===== src/hdl/bmh_pkg.sv =====
// shared types and constants for the binary max-heap priority queue
package bmh_pkg;
  localparam int CAPACITY = 256;
  localparam int SLOT_W = $clog2(CAPACITY + 1);
  localparam int ADDR_W = $clog2(CAPACITY);
  localparam int DATA_W = 32;
  localparam int ENTRY_W = 2 * DATA_W;

  typedef enum logic [1:0] {
    ACT_PUSH = 2'd0,
    ACT_EXTRACT = 2'd1,
    ACT_INCREASE = 2'd2,
    ACT_CLEAR = 2'd3
  } action_t;

  typedef enum logic [2:0] {
    ST_OK = 3'd0,
    ST_EMPTY = 3'd1,
    ST_FULL = 3'd2,
    ST_LOWER = 3'd3,
    ST_BADSLOT = 3'd4
  } status_t;

  typedef struct packed {
    logic [1:0] action;
    logic signed [DATA_W-1:0] item_value;
    logic signed [DATA_W-1:0] item_priority;
    logic [SLOT_W-1:0] slot_index;
  } cmd_t;

  typedef struct packed {
    logic [2:0] status;
    logic signed [DATA_W-1:0] taken_value;
    logic signed [DATA_W-1:0] taken_priority;
    logic signed [DATA_W-1:0] top_value;
    logic signed [DATA_W-1:0] top_priority;
    logic [SLOT_W-1:0] entry_count;
  } rsp_t;
endpackage


===== src/hdl/bmh_if.sv =====
// valid/ready channel interfaces for commands and results
interface bmh_cmd_if;
  import bmh_pkg::*;
  logic valid;
  logic ready;
  logic [1:0] action;
  logic signed [DATA_W-1:0] item_value;
  logic signed [DATA_W-1:0] item_priority;
  logic [SLOT_W-1:0] slot_index;
  modport source (output valid, action, item_value, item_priority, slot_index, input ready);
  modport sink (input valid, action, item_value, item_priority, slot_index, output ready);
endinterface



===== src/hdl/bmh_front.sv =====
// command intake and two-entry command queue
module bmh_front (
  input  logic          clk,
  input  logic          rst,
  bmh_cmd_if.sink       cmd,
  output bmh_pkg::cmd_t q_data,
  output logic          q_valid,
  input  logic          q_take
);
  import bmh_pkg::*;
  cmd_t buf0, buf1;
  logic [1:0] cnt;
  logic push;

  assign cmd.ready = (cnt != 2'd2);
  assign push = cmd.valid && cmd.ready;
  assign q_valid = (cnt != 2'd0);
  assign q_data = buf0;

  always_ff @(posedge clk) begin
    if (rst) begin
      cnt <= 2'd0;
    end else begin
      cnt <= cnt + {1'b0, push} - {1'b0, q_take};
    end
    if (q_take) begin
      buf0 <= buf1;
      if (push && cnt == 2'd1) buf0 <= {cmd.action, cmd.item_value, cmd.item_priority,
        cmd.slot_index};
      if (push && cnt == 2'd2) buf1 <= {cmd.action, cmd.item_value, cmd.item_priority,
        cmd.slot_index};
    end else if (push) begin
      if (cnt == 2'd0) buf0 <= {cmd.action, cmd.item_value, cmd.item_priority,
        cmd.slot_index};
      else buf1 <= {cmd.action, cmd.item_value, cmd.item_priority, cmd.slot_index};
    end
  end
endmodule


===== src/flat_wrapper.sv =====
// flat-port wrapper written by rule: the top's interface ports become plain ports
module bmh_front_flat import bmh_pkg::*;
  (clk, rst, q_data, q_valid, q_take, cmd_valid, cmd_action, cmd_item_value, cmd_item_priority, cmd_slot_index, cmd_ready);
  bmh_cmd_if cmd_i ();
  input  logic clk;
  input  logic rst;
  output bmh_pkg::cmd_t q_data;
  output logic q_valid;
  input  logic q_take;
  input wire logic [$bits(cmd_i.valid)-1:0] cmd_valid;
  input wire logic [$bits(cmd_i.action)-1:0] cmd_action;
  input wire logic [$bits(cmd_i.item_value)-1:0] cmd_item_value;
  input wire logic [$bits(cmd_i.item_priority)-1:0] cmd_item_priority;
  input wire logic [$bits(cmd_i.slot_index)-1:0] cmd_slot_index;
  output wire logic [$bits(cmd_i.ready)-1:0] cmd_ready;
  assign cmd_i.valid = cmd_valid;
  assign cmd_i.action = cmd_action;
  assign cmd_i.item_value = cmd_item_value;
  assign cmd_i.item_priority = cmd_item_priority;
  assign cmd_i.slot_index = cmd_slot_index;
  assign cmd_ready = cmd_i.ready;
  bmh_front u_core (.clk(clk), .rst(rst), .cmd(cmd_i), .q_data(q_data), .q_valid(q_valid), .q_take(q_take));
endmodule

===== config.mk =====
export PLATFORM = sky130hd
export DESIGN_NAME = bmh_front_flat
export DESIGN_NICKNAME = d
export VERILOG_FILES = /design/src/hdl/bmh_pkg.sv /design/src/hdl/bmh_if.sv /design/src/hdl/bmh_front.sv /design/src/flat_wrapper.sv
export SDC_FILE = /design/constraint.sdc
export NUM_CORES = 1
export LEC_CHECK = 0
export ABC_AREA = 0
export ABC_CLOCK_PERIOD_IN_PS = 5950
export BUFFER_PORTS_ARGS = -buffer_cell sky130_fd_sc_hd__buf_2
export CORE_MARGIN = 8
export CORE_UTILIZATION = 35
export DETAILED_ROUTE_END_ITERATION = 10
export PLACE_DENSITY_LB_ADDON = 0.12
export SYNTH_ARGS = -nofsm -noshare
export SYNTH_HDL_FRONTEND = slang
export SYNTH_SLANG_ARGS = --single-unit

===== constraint.sdc =====
create_clock -name clk -period 5.95 [get_ports clk]
set_clock_uncertainty 0.1 [all_clocks]
set_input_delay 0.595 -clock clk [delete_from_list [all_inputs] [get_ports clk]]
set_output_delay 0.595 -clock clk [all_outputs]
set_load 0.005 [all_outputs]

==> results of run 1 <==
## kinds of logic after synthesis
group / count (synthesis) / share of synthesized area, %
simple gates: 233 / 20.2
fa+ha+maj: 2 / 0.347
buf+inv: 54 / 4.64
xor+xnor: 1 / 0.313
flops: 152 / 63.1
compound gates: 76 / 11.4
## sequential cells by signal, summed over array words and instances (netlist names)
name and cells:
u_core.buf1 75, u_core.q_data 75, u_core.cnt 2
## critical path, stage by stage (launching register included)
cell and delay [ns]:
dfxtp_4 0.65, buf_4 0.49, and3b_4 0.68, buf_4 0.66
o211ai_1 0.19
## routing by layer
layer | wire, um | part of all wire [%] | GRT usage [%] | vias to the layer above
met3 | 794 | 4.5 | 3.72 | 14
met4 | 223 | 1.3 | 4.63 | 0
li1 | - | - | - | 2231
met2 | 8500 | 48 | 22.7 | 120
met5 | 0 | 0 | 0 | -
met1 | 8290 | 47 | 18.4 | 2323
## worst paths after layout
kind                   startpoint           endpoint  slack [ns]  depth (start not counted)
hold / removal                rst      u_core.cnt[1]        0.27                          2
setup / recovery    u_core.cnt[0]   u_core.q_data[1]        2.82                          4
setup reg to reg    u_core.cnt[0]   u_core.q_data[1]        2.82                          4
hold reg to reg   u_core.buf1[38]  u_core.q_data[38]        0.49                          2
## cell type report
| type | instances | area (um^2) |
|---|---|---|
| Clock buffer | 18 | 429 |
| Clock inverter | 14 | 180 |
| Fill cell | 1896 | 11600 |
| Inverter | 3 | 11.3 |
| Multi-Input combinational cell | 312 | 2340 |
| Sequential cell | 152 | 4550 |
| Tap cell | 270 | 338 |
| Timing Repair Buffer | 161 | 826 |
## cell usage after synthesis, drive strengths merged
master,count,area (um^2)
a21o,1,7.51
ha,2,25.0
and3b,1,12.5
nand2,76,285
nand2b,75,469
inv,3,11.3
and2,1,6.26
nor2,3,11.3
or2b,1,7.51
dfxtp,2,40.0
edfxtp,150,4500
nand4b,75,657
clkbuf,20,75.1
o211ai,75,813
buf,31,248
xnor3,1,22.5
nor2b,1,6.26
## where the power goes
group / internal (W) / switching [W]
logic: 0.000269 / 0.000372
clock network: 0.000697 / 0.000424
registers: 0.00139 / 0.0000844
## through the flow
| step | hold slack [ns] | cells |
|---|---|---|
| final | 0.266 | 930 |
| after global routing | 0.251 | 930 |
| after CTS | 0.250 | 930 |
| after detailed placement | 0.491 | 898 |
| after global placement | 0.480 | 898 |
| after floorplan | 0.474 | 518 |
==> results.ini, run 1 <==
[global_routing]
grt_use_total_pct = 14.2
antenna_found_initial = 0
grt_overflow = 0
grt_pass1_wl_mm = 28.5
grt_pass1_vias = 4918
grt_start_max_net_pins = 80

[timing]
timing.fmax_ghz = 0.320
finalSetupTns_ns = 0
period_share_pct = 52.5
final_max_slew_viol_count = 0
fin_ws_ns = 2.82
slew_headroom_pct = 31.8
rsz0062_at_grt = no
finalCriticalPeriod_ns = 3.13
hold_viol_final = 0
setup_viol = 0
tightest_slew_ns = 1.02

[synth]
yosysSeqAreaShare_pct = 63.1
synth.avg_cell_area_um2 = 13.9
syn-cell-area_um2 = 7200
syn_inst = 518
yosysWarningCount = 0
ys_types = 23
syn-num-nets = 599
ys_seq_elements = 152

[job]
maxCapViolCount = 0

[drt]
drt_iter0_markers = 291
viasPerCell = 5.04
wirelength_mm = 17.8
num_vias = 4688
drt-wirelength-per-cell_um = 19.1
dr.pass1.iters = 5
drc = 0
final_antenna_net_count = 0

[final_layout]
final_core_util_pct = 42.9
final_area_um2 = 8670
diodes = 0
area_growth_pct = 20.4
final_common_cell = buf_2
final_cell_mix = buf_2 (153), edfxtp_1 (150), nand2_1 (76)
drive_gt1_share_pct = 37.1
final_net_count = 728

[clock_tree]
cts_tree = done
clk_latency_ns = 0.41
cts.htree.levels = 4
path_clk_slew_ns = 0.06
postCtsHoldBufs = 0
postCtsSetupRepairBufs = 0
ctsLongestPathBuffers = 2
numCtsBuffers = 17
ctsResizeCount = 0
cts-root-buf = clkbuf_16
clock_sinks = 152

[placed_design]
routabilityCongestion = 0.740
place.detailed.hpwl_mm = 11.1
dp_slack_ns = 2.79
placed_area_um2 = 8060
io_buffers = 155

[worst_setup_path]
path_class = flip-flop to flip-flop
crit_fanout = 41
crit_path_start_kind = flip-flop
cp-end-kind = flip-flop
required_ns = 5.99
worst_ep_arrival_time_ns = 3.17

[floorplanning]
coreArea_um2 = 20200
dieArea_um2 = 25400
chipHeight_um = 159
row_count = 52
io_pins = 156
dieWidth_um = 159
start_util_pct = 35.6

[power]
power-per-cell-area_nw_per_um2 = 373
p_leak_nw = 3.21
ir_worst_vdd_uv = 204
totalPowerFinal_w = 0.00324

[worst_hold_path]
min_path_type = primary input to flip-flop

[status]
status = finished clean

Power figures use the tool's default switching activity.
==> run 2, diff against run 1 <==
--- a/config.mk
+++ b/config.mk
@@ -6,7 +6,7 @@
 export NUM_CORES = 1
 export LEC_CHECK = 0
 export ABC_AREA = 0
-export ABC_CLOCK_PERIOD_IN_PS = 5950
+export ABC_CLOCK_PERIOD_IN_PS = 3200
 export BUFFER_PORTS_ARGS = -buffer_cell sky130_fd_sc_hd__buf_2
 export CORE_MARGIN = 8
 export CORE_UTILIZATION = 35
==> constraint.sdc (replaced) <==
create_clock -name clk -period 3.2 [get_ports clk]
set_clock_uncertainty 0.1 [all_clocks]
set_input_delay 0.32 -clock clk [delete_from_list [all_inputs] [get_ports clk]]
set_output_delay 0.32 -clock clk [all_outputs]
set_load 0.005 [all_outputs]
==> run 2 against run 1 <==
Net effect: combinational power is 97% higher; sequential power is 87% higher; via count is 5.1% higher; register-to-register slack worse by 1.7 ns; critical path depth is 1 lower; global-route usage is 0.51 points higher; clock power is 84% higher; clock-buffer cell count is 1 higher; largest cell class unchanged; largest power group unchanged; highest routed layer is now met5.
==> results.ini, run 2 (same netlist as run 1, synthesis figures left out) <==
[status]
status = finished clean

[placed_design]
routabilityCongestion = 0.731  ; -1.2%
io_buffers = 155  ; unchanged
dp.cells = 903  ; +0.56%
place.detailed.hpwl_mm = 11.4  ; +2.0%

[clock_tree]
cts.htree.levels = 4  ; unchanged
clk_latency_ns = 0.42  ; about the same
clock_sinks = 152  ; unchanged
numCtsBuffers = 17  ; unchanged
ctsResizeCount = 0  ; unchanged
cts_tree = done
path_clk_slew_ns = 0.06  ; about the same
postCtsSetupRepairBufs = 0  ; unchanged
ctsLongestPathBuffers = 2  ; unchanged
postCtsHoldBufs = 43  ; +43
cts-root-buf = clkbuf_16

[floorplanning]
io_pins = 156  ; unchanged
dieArea_um2 = 25400  ; unchanged
chipHeight_um = 159  ; unchanged
coreArea_um2 = 20200  ; unchanged
dieWidth_um = 159  ; unchanged
start_util_pct = 35.6  ; unchanged
row_count = 52  ; unchanged

[drt]
wl_met2_mm = 9.06  ; +6.6%
drc = 0  ; unchanged
wl_met1_mm = 8.23  ; -0.70%
wirelength_mm = 18.6  ; +4.4%
dr.pass1.iters = 5  ; unchanged
num_vias = 4929  ; +5.1%
met3_length_mm = 1.17  ; +47%
top_layer = met5
drt-wirelength-per-cell_um = 18.8  ; -1.8%
drt_iter0_markers = 299  ; +2.7%
viasPerCell = 4.98  ; -1.1%
final_antenna_net_count = 0  ; unchanged

[global_routing]
grt_overflow = 0  ; unchanged
grt_use_total_pct = 14.7  ; +0.51 points
grt_pass1_vias = 5289  ; +7.5%
grt_pass1_wl_mm = 29.4  ; +3.3%
grt_start_max_net_pins = 83  ; +3.8%
antenna_found_initial = 2  ; +2

[worst_hold_path]
min_path_type = primary input to flip-flop

[timing]
period_share_pct = 73.3
timing.fmax_ghz = 0.426
hold_ws_ns = 0.0230  ; -0.243 ns
final_max_slew_viol_count = 0  ; unchanged
finalSetupTns_ns = 0  ; unchanged
slew_headroom_pct = 51.7  ; +20 points
hold_viol_final = 0  ; unchanged
rsz0062_at_grt = no
setup_viol = 0  ; unchanged
finalCriticalPeriod_ns = 2.35
tightest_slew_ns = 0.724  ; -0.298 ns

[final_layout]
final_cell_mix = buf_2 (154), edfxtp_1 (150), nand2_1 (76)
final_core_util_pct = 45.7  ; +2.9 points
fin_cells = 989  ; +6.3%
final_net_count = 788  ; +8.2%
area_growth_pct = 28.4
final_common_cell = buf_2
diodes = 0  ; unchanged
drive_gt1_share_pct = 33.9  ; -3.2 points

[worst_setup_path]
crit_fanout = 58  ; +41%
worst_ep_arrival_time_ns = 1.93  ; -1.24 ns
crit_path_start_kind = flip-flop
path_class = flip-flop to primary output
required_ns = 2.78  ; -3.21 ns
cp-end-kind = primary output

[power]
pwr-share-clk_pct = 33.9  ; -0.8 points
pwr-share-comb_pct = 20.8  ; +1.0 points
totalPowerFinal_w = 0.00607  ; +88%
intPower_w = 0.00442  ; +88%
switching_share_pct = 27.1  ; -0.047 points
p_leak_nw = 3.46  ; +7.8%
p_switching_w = 0.00165  ; +87%
ir_worst_vdd_uv = 358  ; +76%
pwr-share-seq_pct = 45.3  ; -0.2 points
power-per-cell-area_nw_per_um2 = 657  ; +76%

[job]
maxCapViolCount = 0  ; unchanged

## run 2: stage by stage
stage               setup WS, ns  instance area [um^2]
finish                     0.855                  9250
floorplan                  0.266                  7210
CTS                        0.820                  9130
global route               0.740                  9250
detailed placement          1.11                  8110
global placement            1.12                  8110
## run 2: worst paths after layout
path	start	to	slack, ns	cells past startpoint
max	u_core.cnt[0]	cmd_ready	0.85	3
min	cmd_slot_index[2]	u_core.buf1[2]	0.02	1
max reg2reg	u_core.cnt[0]	u_core.cnt[1]	1.10	6
min reg2reg	u_core.buf1[60]	u_core.q_data[60]	0.49	2
## run 2: metal layers
layer	global-route usage (%)	vias up
met5	0	-
li1	-	2351
met4	4.55	4
met2	24.6	162
met1	17.6	2401
met3	4.89	11
## run 2: layout make-up
type,count,area (um^2)
Clock buffer,19,433
Inverter,3,11.3
Tap cell,270,338
Clock inverter,12,156
Fill cell,1846,11000
Timing Repair Buffer,221,1420
Sequential cell,152,4550
Multi-Input combinational cell,312,2340
## run 2: power groups by stage
| stage | Clock [W] | Combinational, W | Sequential [W] |
|---|---|---|---|
| floorplan | 0 | 0.000798 | 0.00273 |
| global placement | 0 | 0.00123 | 0.00280 |
| detailed placement | 0 | 0.00125 | 0.00279 |
| CTS | 0.00211 | 0.00129 | 0.00276 |
| global route | 0.00219 | 0.00139 | 0.00279 |
| finish | 0.00206 | 0.00126 | 0.00275 |
## run 2: critical path, cell delays in order, from the launching register on
cell	delay (ns)
dfxtp_4	0.50
buf_4	0.63
or2b_1	0.20
buf_2	0.14
==> run 3, diff against run 2 <==
--- a/config.mk
+++ b/config.mk
@@ -6,7 +6,7 @@
 export NUM_CORES = 1
 export LEC_CHECK = 0
 export ABC_AREA = 0
-export ABC_CLOCK_PERIOD_IN_PS = 3200
+export ABC_CLOCK_PERIOD_IN_PS = 2300
 export BUFFER_PORTS_ARGS = -buffer_cell sky130_fd_sc_hd__buf_2
 export CORE_MARGIN = 8
 export CORE_UTILIZATION = 35
==> constraint.sdc (replaced) <==
create_clock -name clk -period 2.3 [get_ports clk]
set_clock_uncertainty 0.1 [all_clocks]
set_input_delay 0.23 -clock clk [delete_from_list [all_inputs] [get_ports clk]]
set_output_delay 0.23 -clock clk [all_outputs]
set_load 0.005 [all_outputs]
==> run 3 against run 2 <==
Net effect: clock-buffer cell count is 1 higher; non-clock buffer count is 24 higher; highest routed layer is now met4; setup slack worse by 0.29 ns; clock power is 28% higher; die area stayed put; sequential power is 36% higher; sequential share of layout area is 1.3 points lower; sequential cell count stayed put; design area is 2.6% higher; first-iteration DRC count is 20% higher.
==> results.ini, run 3 (same netlist as run 1, synthesis figures left out) <==
[global_routing]
grt_pass1_wl_mm = 31.1  ; +5.6%
antenna_found_initial = 0  ; -2
grt_pass1_vias = 5557  ; +5.1%
grt_use_total_pct = 15.2  ; +0.49 points
grt_start_max_net_pins = 69  ; -17%
grt_overflow = 0  ; unchanged

[floorplanning]
io_pins = 156  ; unchanged
dieArea_um2 = 25400  ; unchanged
chipHeight_um = 159  ; unchanged
coreArea_um2 = 20200  ; unchanged
start_util_pct = 35.6  ; unchanged
row_count = 52  ; unchanged
dieWidth_um = 159  ; unchanged

[final_layout]
area_growth_pct = 31.8
fill_cells = 1838  ; -0.43%
diodes = 0  ; unchanged
register_area_um2 = 4550  ; unchanged
final_cell_mix = buf_2 (153), edfxtp_1 (150), dlygate4sd3_1 (76)
multi_input_area_um2 = 2340  ; +0.11%
final_net_count = 812  ; +3.0%
drive_gt1_share_pct = 33.5  ; -0.47 points
final_common_cell = buf_2

[worst_setup_path]
r2r_end = u_core.q_data[49]
crit_path_start_kind = flip-flop
cp-endpoint = u_core.q_data[49]
crit_fanout = 17  ; -71%
required_ns = 2.35  ; -0.43 ns
worstRegToRegCells = 3  ; -3
path_class = flip-flop to flip-flop
cp-end-kind = flip-flop
startpoint = u_core.cnt[0]
rr_startpoint = u_core.cnt[0]
r2r_slack_ns = 0.57  ; -0.53 ns
worst_ep_arrival_time_ns = 1.79  ; -0.14 ns

[timing]
fin_ws_ns = 0.567  ; -0.288 ns
slew_headroom_pct = 50.9  ; -0.77 points
hold_ws_ns = 0.313  ; +0.290 ns
timing.fmax_ghz = 0.577
final_max_slew_viol_count = 0  ; unchanged
hold_viol_final = 0  ; unchanged
finalSetupTns_ns = 0  ; unchanged
rsz0062_at_grt = no
setup_viol = 0  ; unchanged
finalCriticalPeriod_ns = 1.73
period_share_pct = 75.4
tightest_slew_ns = 0.736  ; +0.0116 ns

[clock_tree]
numCtsBuffers = 17  ; unchanged
cts_tree = done
cts.htree.levels = 4  ; unchanged
clock_sinks = 152  ; unchanged
path_clk_slew_ns = 0.06  ; about the same
ctsResizeCount = 0  ; unchanged
clk_latency_ns = 0.41  ; about the same
cts-root-buf = clkbuf_16
ctsLongestPathBuffers = 2  ; unchanged

[power]
ir_worst_vdd_uv = 693  ; +93%
p_leak_nw = 3.56  ; +2.7%
totalPowerFinal_w = 0.00833  ; +37%
power-per-cell-area_nw_per_um2 = 877  ; +34%

[placed_design]
io_buffers = 155  ; unchanged
dp_slack_ns = 0.461  ; -0.646 ns
routabilityCongestion = 0.783  ; +7.1%
place.detailed.hpwl_mm = 11.4  ; +0.15%

[worst_hold_path]
min_path_type = primary input to flip-flop
holdCritStartpoint = cmd_valid

[drt]
drt-wirelength-per-cell_um = 18.7  ; -0.60%
num_vias = 5086  ; +3.2%
final_antenna_net_count = 0  ; unchanged
drc = 0  ; unchanged
dr.pass1.iters = 4  ; -1
wirelength_mm = 18.9  ; +1.9%
viasPerCell = 5.02  ; +0.64%
drt_iter0_markers = 360  ; +20%

[job]
maxCapViolCount = 0  ; unchanged

[status]
status = finished clean

==> run 3: cell types whose count changed in the layout (fill, tap and decap cells not counted), moves of 2 or more <==
cell	delta
clkinvlp_4	+2
bufinv_16	-2
buf_12	+4
clkinv_2	+2
dlygate4sd3_1	+21
==> run 3: final cells by class <==
type | count | area share (%)
sequential | 152 | 47.9
multi-input combinational | 312 | 24.7
timing repair buffer | 245 | 18.0
clock buffer | 20 | 4.60
tap | 270 | 3.56
clock inverter | 12 | 1.15
inverter | 3 | 0.119
==> run 3: report_power, final <==
part	internal [W]	switching, W
registers	0.00359	0.000164
logic	0.000849	0.00109
clock network	0.00157	0.00107
==> run 3: routing by layer <==
layer	vias to the layer above	global-route usage, %	part of all wire (%)
met5	-	0	0
met4	0	3.30	0.74
met2	168	24.2	46
met3	6	4.60	6.0
li1	2399	-	-
met1	2513	20.1	47
==> run 3: critical path, cell delays in order (launching register included) <==
cell and delay (ns):
dfxtp_4 0.45, and3b_4 0.47, buf_4 0.32, o211ai_2 0.12
==> run 3: stage by stage <==
step / cells / area (um^2) / util (%)
after floorplan: 518 / 7240 / -
after global placement: 906 / 8190 / 40.5
after detailed placement: 906 / 8190 / 40.5
after CTS: 1014 / 9490 / 46.9
after global routing: 1014 / 9490 / 46.9
final: 1014 / 9490 / 46.9
==> run 3: worst min-delay path by stage <==
stage                         to  slack (ns)  cells past startpoint
2_1_floorplan      u_core.cnt[0]        0.20                      1
3_3_place_gp       u_core.cnt[0]        0.30                      2
3_5_place_dp       u_core.cnt[0]        0.31                      2
4_1_cts        u_core.q_data[74]        0.30                      3
5_1_grt         u_core.q_data[1]        0.32                      3
6_report        u_core.q_data[1]        0.31                      3
==> run 3: what timing repair did <==
action | CTS | global route
setup buffers | 0 | 0
hold buffers | 76 | 0
hold endpoints to repair | 77 | 0
